$ cat src/rtl/core/dcdt_pkg.sv
// ----------------------------------------------------------------------------
// dcdt_pkg
// Shared types, register map codes and control bit positions of the dual
// down-counter timer.
// ----------------------------------------------------------------------------
package dcdt_pkg;

    localparam int DefNumTimers = 2;

    localparam int DataW  = 32;
    localparam int AddrW  = 12;
    localparam int CtlW   = 8;
    localparam int PreW   = 8;
    localparam int WordW  = 3;

    // Request kinds carried on the input side.
    typedef enum logic [1:0] {
        OP_READ  = 2'd0,
        OP_WRITE = 2'd1,
        OP_TICK  = 2'd2,
        OP_NONE  = 2'd3
    } dcdt_op_t;

    // Word offsets inside one timer's 32-byte window.
    localparam logic [WordW-1:0] W_LOAD    = 3'd0;
    localparam logic [WordW-1:0] W_VALUE   = 3'd1;
    localparam logic [WordW-1:0] W_CONTROL = 3'd2;
    localparam logic [WordW-1:0] W_INTCLR  = 3'd3;
    localparam logic [WordW-1:0] W_RIS     = 3'd4;
    localparam logic [WordW-1:0] W_MIS     = 3'd5;
    localparam logic [WordW-1:0] W_BGLOAD  = 3'd6;

    // Control register bits.
    localparam int CTL_ONESHOT  = 0;
    localparam int CTL_32BIT    = 1;
    localparam int CTL_PRE_LO   = 2;
    localparam int CTL_IE       = 5;
    localparam int CTL_PERIODIC = 6;
    localparam int CTL_ENABLE   = 7;

    localparam logic [CtlW-1:0] CTL_RESET = 8'h20;

    // Prescale codes.
    localparam logic [1:0] PRE_DIV16  = 2'd1;
    localparam logic [1:0] PRE_DIV256 = 2'd2;

    localparam logic [DataW-1:0] FREE_RUN_32 = 32'hffff_ffff;
    localparam logic [DataW-1:0] FREE_RUN_16 = 32'h0000_ffff;

    // Offsets 0xFE0 and above hold the identification bytes.
    localparam logic [6:0] ID_BLOCK = 7'h7f;

    // Per-timer request, built by the address decoder.
    typedef struct packed {
        logic             wr;
        logic             tick;
        logic [WordW-1:0] word;
        logic [DataW-1:0] wdata;
    } dcdt_req_t;

    // Per-timer response: read data from the state before the request, and
    // the masked interrupt after it.
    typedef struct packed {
        logic [DataW-1:0] rdata;
        logic             irq;
    } dcdt_rsp_t;

    function automatic logic [DataW-1:0] reload_of(input logic [CtlW-1:0] ctl,
                                                   input logic [DataW-1:0] load);
        logic [DataW-1:0] r;
        if (!ctl[CTL_PERIODIC] && !ctl[CTL_ONESHOT])
        begin
            r = ctl[CTL_32BIT] ? FREE_RUN_32 : FREE_RUN_16;
        end
        else
        begin
            r = load;
        end
        return r;
    endfunction

    function automatic logic [PreW:0] prescale_div(input logic [1:0] code);
        logic [PreW:0] d;
        case (code)
            PRE_DIV16:  d = 9'd16;
            PRE_DIV256: d = 9'd256;
            default:    d = 9'd1;
        endcase
        return d;
    endfunction

    function automatic logic [7:0] id_byte(input logic [WordW-1:0] idx);
        logic [7:0] b;
        case (idx)
            3'd0:    b = 8'h04;
            3'd1:    b = 8'h18;
            3'd2:    b = 8'h14;
            3'd3:    b = 8'h00;
            3'd4:    b = 8'h0d;
            3'd5:    b = 8'hf0;
            3'd6:    b = 8'h05;
            default: b = 8'hb1;
        endcase
        return b;
    endfunction

endpackage

$ cat src/rtl/core/dcdt_timer.sv
// ----------------------------------------------------------------------------
// dcdt_timer
// One down-counting timer: register state, prescaler, reload and interrupt.
// ----------------------------------------------------------------------------
module dcdt_timer
    import dcdt_pkg::*;
(
    input  logic      clk,
    input  logic      rst_n,
    input  dcdt_req_t req,
    output dcdt_rsp_t rsp
);

    logic [CtlW-1:0]  ctl_reg,   ctl_next;
    logic [DataW-1:0] load_reg,  load_next;
    logic [DataW-1:0] count_reg, count_next;
    logic             raw_reg,   raw_next;
    logic [PreW-1:0]  pre_reg,   pre_next;
    logic             run_reg,   run_next;

    logic [DataW-1:0] rl;
    logic [PreW:0]    pre_inc;

    always_comb
    begin
        ctl_next   = ctl_reg;
        load_next  = load_reg;
        count_next = count_reg;
        raw_next   = raw_reg;
        pre_next   = pre_reg;
        run_next   = run_reg;
        rl         = reload_of(ctl_reg, load_reg);
        pre_inc    = {1'b0, pre_reg} + 9'd1;

        if (req.wr)
        begin
            case (req.word)
                W_LOAD:
                begin
                    load_next  = req.wdata;
                    rl         = reload_of(ctl_reg, req.wdata);
                    count_next = rl;
                    pre_next   = '0;
                    if (run_reg && rl == '0)
                    begin
                        raw_next = 1'b1;
                        run_next = 1'b0;
                    end
                end
                W_CONTROL:
                begin
                    ctl_next = req.wdata[CtlW-1:0];
                    pre_next = '0;
                    if (req.wdata[CTL_ENABLE])
                    begin
                        rl         = reload_of(req.wdata[CtlW-1:0], load_reg);
                        count_next = rl;
                        run_next   = 1'b1;
                        if (rl == '0)
                        begin
                            raw_next = 1'b1;
                            run_next = 1'b0;
                        end
                    end
                    else
                    begin
                        run_next = 1'b0;
                    end
                end
                W_INTCLR: raw_next  = 1'b0;
                W_BGLOAD: load_next = req.wdata;
                default:  ;
            endcase
        end
        else if (req.tick && run_reg)
        begin
            if (pre_inc < prescale_div(ctl_reg[CTL_PRE_LO +: 2]))
            begin
                pre_next = pre_inc[PreW-1:0];
            end
            else
            begin
                pre_next = '0;
                if (count_reg > 32'd1)
                begin
                    count_next = count_reg - 32'd1;
                end
                else
                begin
                    raw_next = 1'b1;
                    if (ctl_reg[CTL_ONESHOT])
                    begin
                        count_next = '0;
                        run_next   = 1'b0;
                    end
                    else
                    begin
                        // Expiry reloads; a zero reload stops the timer.
                        count_next = rl;
                        if (rl == '0)
                        begin
                            run_next = 1'b0;
                        end
                    end
                end
            end
        end
    end

    always_ff @(posedge clk or negedge rst_n)
    begin
        if (!rst_n)
        begin
            ctl_reg   <= CTL_RESET;
            load_reg  <= '0;
            count_reg <= '0;
            raw_reg   <= 1'b0;
            pre_reg   <= '0;
            run_reg   <= 1'b0;
        end
        else
        begin
            ctl_reg   <= ctl_next;
            load_reg  <= load_next;
            count_reg <= count_next;
            raw_reg   <= raw_next;
            pre_reg   <= pre_next;
            run_reg   <= run_next;
        end
    end

    always_comb
    begin
        case (req.word)
            W_LOAD, W_BGLOAD: rsp.rdata = load_reg;
            W_VALUE:          rsp.rdata = count_reg;
            W_CONTROL:        rsp.rdata = {{(DataW-CtlW){1'b0}}, ctl_reg};
            W_RIS:            rsp.rdata = {{(DataW-1){1'b0}}, raw_reg};
            W_MIS:            rsp.rdata = {{(DataW-1){1'b0}}, raw_reg & ctl_reg[CTL_IE]};
            default:          rsp.rdata = '0;
        endcase
        rsp.irq = raw_next & ctl_next[CTL_IE];
    end

    // The prescaler never runs past the /16 terminal count.
    a_pre16: assert property (@(posedge clk) disable iff (!rst_n)
        (run_reg && ctl_reg[CTL_PRE_LO +: 2] == PRE_DIV16) |-> pre_reg < 8'd16)
        else $error("prescaler beyond divide-by-16 range");

    // With no write and no tick, the timer state does not move.
    a_idle: assert property (@(posedge clk) disable iff (!rst_n)
        (!req.wr && !req.tick) |=>
            $stable(count_reg) && $stable(ctl_reg) && $stable(raw_reg) && $stable(run_reg))
        else $error("timer state changed without a request");

endmodule

$ cat src/rtl/core/dual_down_counter_timer_unit.sv
// ----------------------------------------------------------------------------
// dual_down_counter_timer_unit
// Dual down-counting timer behind a 4 KiB register window, driven by a
// stream of read, write and tick requests.
// ----------------------------------------------------------------------------
// Each request on the input stream is a bus read, a bus write or a clock tick
// for one or both timers, and produces exactly one result carrying the read
// data and the masked interrupts after the request. The block takes one
// request per clock cycle unless the output stalls: a request is captured
// in an input register, the timer state and the result are computed from
// it as it moves on into the output register, and the result sits there
// until taken. The single input register lets one further request be
// taken while a result waits. Timer i occupies offsets 0x20*i to
// 0x20*i+0x1f; offsets 0xFE0 upwards read as identification bytes.
// ----------------------------------------------------------------------------
module dual_down_counter_timer_unit
    import dcdt_pkg::*;
#(
    parameter int NUM_TIMERS = DefNumTimers
)
(
    input  logic        clk,
    input  logic        rst_n,

    input  logic        s_axis_tvalid,
    output logic        s_axis_tready,
    // addr [11:0], wdata [43:12], tick_mask [45:44], zero fill above.
    input  logic [47:0] s_axis_tdata,
    // op [1:0].
    input  logic [1:0]  s_axis_tuser,

    output logic        m_axis_tvalid,
    input  logic        m_axis_tready,
    // rdata [31:0], irq_timer0 [32], irq_timer1 [33], irq_combined [34],
    // zero fill above.
    output logic [39:0] m_axis_tdata
);

    // Input register holding the accepted request.
    logic             in_valid_reg;
    logic [1:0]       op_reg;
    logic [AddrW-1:0] addr_reg;
    logic [DataW-1:0] wdata_reg;
    logic [1:0]       mask_reg;

    // Output register holding the result.
    logic             out_valid_reg;
    logic [DataW-1:0] rdata_reg, rdata_next;
    logic [2:0]       irq_reg,   irq_next;

    logic             advance;
    logic             in_win;
    dcdt_req_t        req [2];
    dcdt_rsp_t        rsp [2];

    // The request moves on whenever the output register is free or emptying.
    assign advance       = in_valid_reg && (!out_valid_reg || m_axis_tready);
    assign s_axis_tready = !in_valid_reg || advance;

    always_ff @(posedge clk or negedge rst_n)
    begin
        if (!rst_n)
        begin
            in_valid_reg <= 1'b0;
        end
        else if (s_axis_tready)
        begin
            in_valid_reg <= s_axis_tvalid;
        end
    end

    always_ff @(posedge clk)
    begin
        if (s_axis_tready && s_axis_tvalid)
        begin
            op_reg    <= s_axis_tuser;
            addr_reg  <= s_axis_tdata[11:0];
            wdata_reg <= s_axis_tdata[43:12];
            mask_reg  <= s_axis_tdata[45:44];
        end
    end

    // Timer windows live below offset 0x40; bit 5 picks the timer.
    assign in_win = (addr_reg[AddrW-1:6] == '0);

    for (genvar i = 0; i < 2; i++)
    begin : g_timer
        if (i < NUM_TIMERS)
        begin : g_on
            assign req[i].wr    = advance && op_reg == OP_WRITE && in_win
                                  && addr_reg[5] == 1'(i);
            assign req[i].tick  = advance && op_reg == OP_TICK && mask_reg[i];
            assign req[i].word  = addr_reg[4:2];
            assign req[i].wdata = wdata_reg;

            dcdt_timer u_timer (
                .clk   (clk),
                .rst_n (rst_n),
                .req   (req[i]),
                .rsp   (rsp[i])
            );
        end
        else
        begin : g_off
            assign req[i]    = '0;
            assign rsp[i]    = '0;
        end
    end

    // Read data comes from the state before the request is applied.
    always_comb
    begin
        rdata_next = '0;
        case (op_reg)
            OP_READ:
            begin
                if (in_win)
                begin
                    rdata_next = addr_reg[5] ? rsp[1].rdata : rsp[0].rdata;
                end
                else if (addr_reg[AddrW-1:5] == ID_BLOCK)
                begin
                    rdata_next = {24'd0, id_byte(addr_reg[4:2])};
                end
            end
            default: rdata_next = '0;
        endcase
        irq_next = {rsp[0].irq | rsp[1].irq, rsp[1].irq, rsp[0].irq};
    end

    always_ff @(posedge clk or negedge rst_n)
    begin
        if (!rst_n)
        begin
            out_valid_reg <= 1'b0;
        end
        else if (advance)
        begin
            out_valid_reg <= 1'b1;
        end
        else if (m_axis_tready)
        begin
            out_valid_reg <= 1'b0;
        end
    end

    always_ff @(posedge clk)
    begin
        if (advance)
        begin
            rdata_reg <= rdata_next;
            irq_reg   <= irq_next;
        end
    end

    assign m_axis_tvalid = out_valid_reg;
    assign m_axis_tdata  = {5'd0, irq_reg, rdata_reg};

    // A new result only ever follows a request held in the input register.
    a_src: assert property (@(posedge clk) disable iff (!rst_n)
        $rose(out_valid_reg) |-> $past(in_valid_reg))
        else $error("result produced without a request");

    // Input back-pressure only when both registers are full and stalled.
    a_bp: assert property (@(posedge clk) disable iff (!rst_n)
        !s_axis_tready |-> in_valid_reg && out_valid_reg && !m_axis_tready)
        else $error("input stalled without cause");

    // The combined interrupt always tracks the two timer interrupts.
    a_irq: assert property (@(posedge clk) disable iff (!rst_n)
        advance |=> irq_reg[2] == (irq_reg[0] | irq_reg[1]))
        else $error("combined interrupt mismatch");

endmodule
$ cat config.mk
export PLATFORM = sky130hd
export DESIGN_NAME = dual_down_counter_timer_unit
export DESIGN_NICKNAME = d
export VERILOG_FILES = /design/src/rtl/core/dcdt_pkg.sv /design/src/rtl/core/dcdt_timer.sv /design/src/rtl/core/dual_down_counter_timer_unit.sv
export SDC_FILE = /design/constraint.sdc
export NUM_CORES = 1
export LEC_CHECK = 0
export BUFFER_PORTS_ARGS = -buffer_cell sky130_fd_sc_hd__buf_2
export CORE_MARGIN = 2
export CORE_UTILIZATION = 50
export DETAILED_ROUTE_END_ITERATION = 12
export PLACE_DENSITY = 0.68
export REMOVE_ABC_BUFFERS = 1
export SYNTH_ARGS = -nofsm -noshare
export SYNTH_HDL_FRONTEND = slang
export SYNTH_SLANG_ARGS = --single-unit
$ cat constraint.sdc
create_clock -name clk -period 3.55 [get_ports clk]
set_clock_uncertainty 0.15 [all_clocks]
set_input_delay 1.065 -clock clk [delete_from_list [all_inputs] [get_ports clk]]
set_output_delay 1.065 -clock clk [all_outputs]
set_load 0.01 [all_outputs]
==> key figures, run 1 <==
Critical path
  – Critical path launch point: g_timer[1].g_on.u_timer.pre_reg[0]
  – Worst setup EP type: register
  – CP Max Fanout: 8
  – Setup crit start kind: register
  – Critical path arrival: 3.54 ns
  – Required @ worst endpoint: 3.82 ns
  – Critical path class: register to register
  – Cell depth of the worst flop-to-flop path: 8
  – Critical R2R Launch: g_timer[1].g_on.u_timer.pre_reg[0]

Routing
  – Detailed Route Iter0 Violations: 2302
  – ANT nets after route: 0
  – WL/cell: 22.9 um
  – Pre-antenna DRT Iters: 8
  – Via Count: 14500
  – Vias per cell: about 6.6
  – Residual DRC count: 0
  – Routed Wire Length: around 50000 um

Global routing
  – Initial antenna violation count: 0
  – Number of global-route vias before repair: 13300
  – Largest net degree at the start of global routing: 88
  – First-pass GRT wire length: 76900 um
  – Tot GR Track Use: about 30%
  – Total global routing overflow: 0

Clock network
  – Clock buffer depth: 3
  – CTS Sinks: 247
  – CTS Root Cell: clkbuf_16
  – CTS tree: built
  – CTS Buf Count: 29
  – Clock transition at path regs: 0.06 ns
  – Clock H-tree levels: 1
  – Clk_lat worst skew: 0.56 ns

Pwr
  – P per Cell Area: 412 nW/um2
  – Max VDD drop: 0.000410 V
  – Lkg Pwr: just over 0.007 uW

Synthesis
  – Synth Warn #: 0
  – Register area share after synthesis: 43.0%
  – Dominant synthesized flop cell: dfrtp_1
  – FF+latch count, synth: roughly 250
  – Mapped Area: between 15000 and 20000 um2
  – Syn_area_per_cell: ~9 um2
  – Number of synthesized flops with an enable pin: 81
  – Number of distinct library cells after synthesis: 75
  – Post-synth ARST share: 67.2%
  – Cells after Synth: approximately 1700

Timing
  – Tcrit/Tclk final: 92.2%
  – Minimum clock period after layout: roughly 3.3 ns
  – Setup TNS: 0 ns
  – Final Hold Vio Count: 0
  – Fmax: a little over 300 MHz
  – RSZ-0062 raised after global routing: no
  – Worst slew pin tran: between 0.9 and 1 ns
  – Slew Limit Fails: 0
  – Rel. slew slack: 34.0%
  – Final Setup Violations: 0

Floorplanning
  – Core Area: slightly above 30000 um2
  – Initial Util: 50.5%
  – Io pins: 96
  – Die Span X: around 180 um
  – Die Y: 179 um
  – Placement Rows: between 60 and 70
  – Die area: 32100 um2

Finish
  – Finished Core Util: slightly below 60%
  – Area grow syn2layout: 15.0%
  – Antenna cells: 0
  – Register area: about 6600 um2
  – Multi-input logic area: ~8000 um2
  – Fraction of final layout cells sized beyond drive strength 1: approximately 20%
  – Final nets: ~1800
  – Fill count: roughly 2700

Min path
  – Hold Path Class: input port to asynchronous set/reset pin

Job
  – Max cap viols: 0

Placement
  – Number of buffers added on ports: 86
  – Hpwl dp: roughly 34000 um
  – Placer Congestion: 0.943

Outcome
  – Status: completed
cell usage after synthesis, types with 4 or more instances:
cell type / number / area (um2)
edfxtp_1: 81 / 2430
a21oi_1: 144 / 721
clkbuf_1: 131 / 492
a2111oi_0: 25 / 219
a311oi_1: 5 / 43.8
a211oi_2: 5 / 62.6
nor3_1: 104 / 521
o311ai_0: 9 / 78.8
o41ai_1: 4 / 35.0
a221oi_1: 4 / 35.0
o32ai_1: 7 / 61.3
a211oi_1: 75 / 563
nor4_1: 47 / 294
a21o_1: 8 / 60.1
o21ai_0: 100 / 500
or4_1: 9 / 67.6
xnor2_1: 21 / 184
buf_4: 5 / 37.5
or2_2: 12 / 75.1
o21ai_1: 37 / 185
a221o_1: 8 / 80.1
buf_1: 8 / 30.0
nor3b_1: 8 / 60.1
mux2_2: 100 / 1130
dfrtp_1: 164 / 4100
ha_1: 14 / 175
nand2_1: 137 / 514
buf_6: 4 / 45.0
nand3_1: 27 / 135
nor2_1: 108 / 405
nand2b_1: 15 / 93.8
xor2_1: 6 / 52.6
buf_2: 5 / 25.0
a31oi_1: 55 / 344
o31ai_1: 30 / 225
inv_1: 37 / 139
o22ai_1: 10 / 62.6
nand4_1: 8 / 50.1
o32a_1: 4 / 40.0
o211ai_1: 7 / 52.6
nor2b_1: 25 / 156
and3_1: 6 / 37.5
or3_1: 25 / 156
cells by family after synthesis:
group / synth area share [%]
buffers and inverters: 5.04
other: 0.0245
AND/OR/NAND/NOR: 17.9
AO/OA/AOI/OAI: 23.8
flip-flops: 43.0
adder cells (fa/ha/maj): 1.14
multiplexers: 7.54
XOR/XNOR: 1.54
cell type report:
| type | count | share of cell area, % |
|---|---|---|
| multi-input combinational | 1270 | 45.8 |
| sequential | 247 | 37.4 |
| timing repair buffer | 172 | 6.71 |
| clock buffer | 35 | 4.47 |
| tap | 396 | 2.81 |
| clock inverter | 19 | 2.02 |
| inverter | 38 | 0.809 |
worst max-delay path: stages (launching register included):
cell,delay (ns)
dfrtp_1,0.45
ha_1,0.25
nand3_1,0.17
xnor2_1,0.26
ha_1,0.27
a211oi_1,0.31
a41oi_2,0.46
o21ai_0,0.65
o21ai_1,0.15
timing repair:
item / 4_1_cts / 5_1_grt
resized for setup: 0 / 4
buffers inserted: 0 / 0
endpoints found under the setup margin: 0 / 28
hold buffers: 0 / 0
routing by layer:
layer  wire, um  part of all wire, %  vias up  global-route usage, %
li1           -                    -     6577                      -
met1      21300                   43     6949                   46.8
met2      21800                   44      854                   45.1
met3       5300                   11       97                   5.24
met4       1470                  2.9        0                   8.47
met5          0                    0        -                      0
where the power goes:
group	internal (uW)	switching, uW	leakage, uW
clock	2300	1260	0.000552
combinational	189	380	0.00365
sequential	3030	95.6	0.00306
per-stage QoR:
stage | hold slack, ns | power [uW] | area (um2) | setup WS [ns] | cells
after floorplan | 0.300 | 3440 | 14700 | -6.17 | 1552
after global placement | 0.316 | 3720 | 16400 | 0.115 | 2120
after detailed placement | 0.350 | 3730 | 16400 | 0.0786 | 2120
after CTS | 0.352 | 7300 | 17600 | 0.0867 | 2174
after global routing | 0.381 | 7470 | 17600 | 0.0398 | 2177
final | 0.344 | 7260 | 17600 | 0.276 | 2177
worst paths after layout:
path | end | slack (ns)
max | g_timer[1].g_on.u_timer.count_reg[30] | 0.28
min | g_timer[0].g_on.u_timer.pre_reg[2] | 0.34
max in group asynchronous | g_timer[1].g_on.u_timer.ctl_reg[5] | 2.07
min in group clk | g_timer[1].g_on.u_timer.ctl_reg[4] | 0.36
max reg2reg | g_timer[1].g_on.u_timer.count_reg[30] | 0.28
min reg2reg | g_timer[1].g_on.u_timer.ctl_reg[4] | 0.36
cell usage in the layout (no fill, tap or decap), drive strengths merged, types with 30 or more instances in the layout:
master,Yosys,layout
a31oi,55,55
edfxtp,81,81
o21ai,137,137
dfrtp,164,164
o31ai,30,30
clkbuf,131,35
nor4,49,49
nand2,137,137
mux2,100,100
a21oi,144,144
nor3,106,106
buf,22,172
nor2,108,111
inv,37,38
a211oi,80,80
Power figures use the tool's default switching activity.
==> run 2, diff against run 1 <==
--- a/config.mk
+++ b/config.mk
@@ -7,9 +7,9 @@
 export LEC_CHECK = 0
 export BUFFER_PORTS_ARGS = -buffer_cell sky130_fd_sc_hd__buf_2
 export CORE_MARGIN = 2
-export CORE_UTILIZATION = 50
+export CORE_UTILIZATION = 62
 export DETAILED_ROUTE_END_ITERATION = 12
-export PLACE_DENSITY = 0.68
+export PLACE_DENSITY_LB_ADDON = 0.2
 export REMOVE_ABC_BUFFERS = 1
 export SYNTH_ARGS = -nofsm -noshare
 export SYNTH_HDL_FRONTEND = slang
==> run 2 against run 1 <==
Die area is 19% lower. Highest routed layer unchanged. Combinational power is 2% higher. Largest power group is now registers. Clock-buffer cell count is 4 higher. Clock power is 19% lower.
==> key figures, run 2 (same netlist as run 1, synthesis figures left out) <==
Outcome
  – Status: completed

Timing
  – Final Setup Violations: 0 (unchanged)
  – Rel. slew slack: 25.5% (-8.5 points)
  – Minimum clock period after layout: 3.35 ns (+0.0719 ns)
  – Fmax: 299 MHz (-2.1%)
  – Post-route setup slack: 0.204 ns (-0.0719 ns)
  – Worst slew pin tran: 1.11 ns (+0.127 ns)
  – RSZ-0062 raised after global routing: no
  – Final Hold Vio Count: 0 (unchanged)
  – Setup TNS: 0 ns (unchanged)
  – Slew Limit Fails: 0 (unchanged)
  – Tcrit/Tclk final: 94.3% (+2.0 points)

Routing
  – Vias per cell: 7.01 (+5.4%)
  – Via Count: 14700 (+1.7%)
  – Detailed Route Iter0 Violations: 2097 (-8.9%)
  – Residual DRC count: 0 (unchanged)
  – ANT nets after route: 0 (unchanged)
  – WL/cell: 23.2 um (+1.2%)
  – Routed Wire Length: 48700 um (-2.4%)
  – Pre-antenna DRT Iters: 6 (-2)

Critical path
  – Critical R2R Launch: g_timer[0].g_on.u_timer.count_reg[13]
  – Capture point of the worst reg-to-reg path: g_timer[0].g_on.u_timer.count_reg[13]
  – Critical-path cell list: or3_1 -> or4_1 -> or4_1 -> buf_4 -> nand2_1 -> nor2_1 -> o21ai_0 -> o21ai_0
  – Required @ worst endpoint: 3.82 ns (about the same)
  – CP peak stage delay: 0.78 ns (+0.13 ns)
  – Critical path arrival: 3.62 ns (+0.08 ns)
  – CP Max Fanout: 10 (+2)
  – Slowest cell on the critical path: or4_1
  – Setup slack, reg-to-reg: 0.20 ns (-0.07 ns)
  – CP top delay family: simple AND/OR/NAND/NOR gates
  – Setup crit start kind: register
  – Cell depth of the worst flop-to-flop path: 8 (unchanged)
  – Crit path buf inv count: 1 (+1)
  – Critical path class: register to register
  – Worst setup EP type: register

Finish
  – Commonest non-fill, non-tap cell in the layout: dfrtp_1
  – Fill count: 1938 (-27%)
  – Finished Core Util: 71.1% (+13 points)
  – Area grow syn2layout: 12.9%
  – Antenna cells: 0 (unchanged)
  – Fraction of final layout cells sized beyond drive strength 1: 19.7% (-0.67 points)
  – Most frequent cells in the layout: dfrtp_1 (164), a21oi_1 (144), nand2_1 (137), nor2_1 (106), nor3_1 (104)
  – Final nets: 1822 (-0.22%)
  – Register area: 6590 um2 (unchanged)
  – Multi-input logic area: 8040 um2 (-0.37%)

Pwr
  – P per Cell Area: 380 nW/um2 (-7.7%)
  – Lkg Pwr: 0.00715 uW (-1.5%)
  – Flop pwr share: 47.4% (+4.4 points)
  – P_int: 4910 uW (-11%)
  – Total power: 6580 uW (-9.4%)
  – Sw Ratio: 25.3% (+1.3 points)
  – Clock Power Share: 43.8% (-5.3 points)
  – Sw Pwr: 1660 uW (-4.5%)
  – Max VDD drop: 0.000390 V (-5.0%)
  – Logic pwr share: 8.8% (+1.0 points)

Placement
  – Placer Congestion: 0.964 (+2.2%)
  – Number of buffers added on ports: 86 (unchanged)
  – Post-Place Setup Slack: 0.0220 ns (-0.0566 ns)
  – Hpwl dp: 33400 um (-2.4%)

Clock network
  – Hold-fix buffers, CTS: 0 (unchanged)
  – Clock transition at path regs: 0.07 ns (about the same)
  – CTS Sinks: 247 (unchanged)
  – Clock buffer depth: 3 (unchanged)
  – CTS tree: built
  – CTS Buf Count: 28 (-3.4%)
  – Clk_lat worst skew: 0.55 ns (about the same)
  – CTS Root Cell: clkbuf_16
  – Clock H-tree levels: 1 (unchanged)

Global routing
  – First-pass GRT wire length: 75600 um (-1.8%)
  – Tot GR Track Use: 36.8% (+6.0 points)
  – Total global routing overflow: 0 (unchanged)
  – Initial antenna violation count: 0 (unchanged)
  – Largest net degree at the start of global routing: 87 (-1.1%)
  – Number of global-route vias before repair: 13400 (+0.86%)

Floorplanning
  – Initial Util: 63.0% (+13 points)
  – Die area: 26000 um2 (-19%)
  – Die Span X: 161 um (-10%)
  – Io pins: 96 (unchanged)
  – Core Area: 24300 um2 (-20%)
  – Placement Rows: 57 (-11%)
  – Die Y: 161 um (-10%)

Min path
  – Hold Path Class: register to register
  – HP Start: g_timer[1].g_on.u_timer.ctl_reg[4]
  – Worst Hold End: g_timer[1].g_on.u_timer.ctl_reg[4]
  – WHS Path Cells: 1

Job
  – Max cap viols: 0 (unchanged)
run 2: cell count changes in the layout (fill, tap and decap cells not counted), sizes merged, moves of 2 or more:
cell	previous run	this run
clkbuf	35	39
nor2	111	109
bufinv	10	2
clkinv	6	10
run 2: metrics by stage:
step | hold WS, ns | std cells | cell area (um2)
after floorplan | 0.300 | 1552 | 14700
after global placement | 0.327 | 2047 | 16400
after detailed placement | 0.340 | 2047 | 16400
after CTS | 0.359 | 2099 | 17300
after global routing | 0.384 | 2100 | 17300
final | 0.358 | 2100 | 17300
run 2: per-layer routing:
layer	wire length (um)	track usage, %	part of all wire, %
met5	0	0	0
met4	1450	9.74	3.0
met3	6990	9.53	14
met2	20900	53.8	43
met1	19400	54.7	40
run 2: cell type report:
cell class	instances	share of cell area, %
multi-input combinational	1268	46.5
sequential	247	38.1
timing repair buffer	171	7.01
clock buffer	39	4.59
tap	324	2.34
inverter	38	0.824
clock inverter	13	0.673
run 2: power by group through the flow:
stage | Sequential, uW | Combinational [uW] | Clock [uW]
final | 3120 | 581 | 2880
after global routing | 3120 | 625 | 3010
after CTS | 3110 | 567 | 2900
after detailed placement | 3160 | 565 | 0
after global placement | 3160 | 555 | 0
after floorplan | 3150 | 287 | 0
run 2: repair_timing:
item                                    in CTS  in global routing
endpoints found under the setup margin       0                 28
gates resized for setup                      0                  1
buffers inserted                             0                  0
run 2: worst register-to-register path: stages, from the launching register on:
cell and delay (ns):
dfrtp_1 0.46, or3_1 0.45, or4_1 0.52, or4_1 0.78, buf_4 0.29, nand2_1 0.22, nor2_1 0.08, o21ai_0 0.16
o21ai_0 0.11
run 2: worst max path at each step:
stage / start / endpoint / slack [ns] / depth (start not counted)
after floorplan: addr_reg[4] / irq_reg[2] / -6.17 / 4
after global placement: m_axis_tready / g_timer[1].g_on.u_timer.count_reg[16] / 0.08 / 9
after detailed placement: m_axis_tready / g_timer[1].g_on.u_timer.count_reg[20] / 0.02 / 9
after CTS: g_timer[1].g_on.u_timer.pre_reg[0] / g_timer[1].g_on.u_timer.count_reg[20] / 0.06 / 10
after global routing: g_timer[1].g_on.u_timer.pre_reg[0] / g_timer[1].g_on.u_timer.count_reg[11] / 0.11 / 10
final: g_timer[0].g_on.u_timer.count_reg[13] / g_timer[0].g_on.u_timer.count_reg[13] / 0.20 / 8
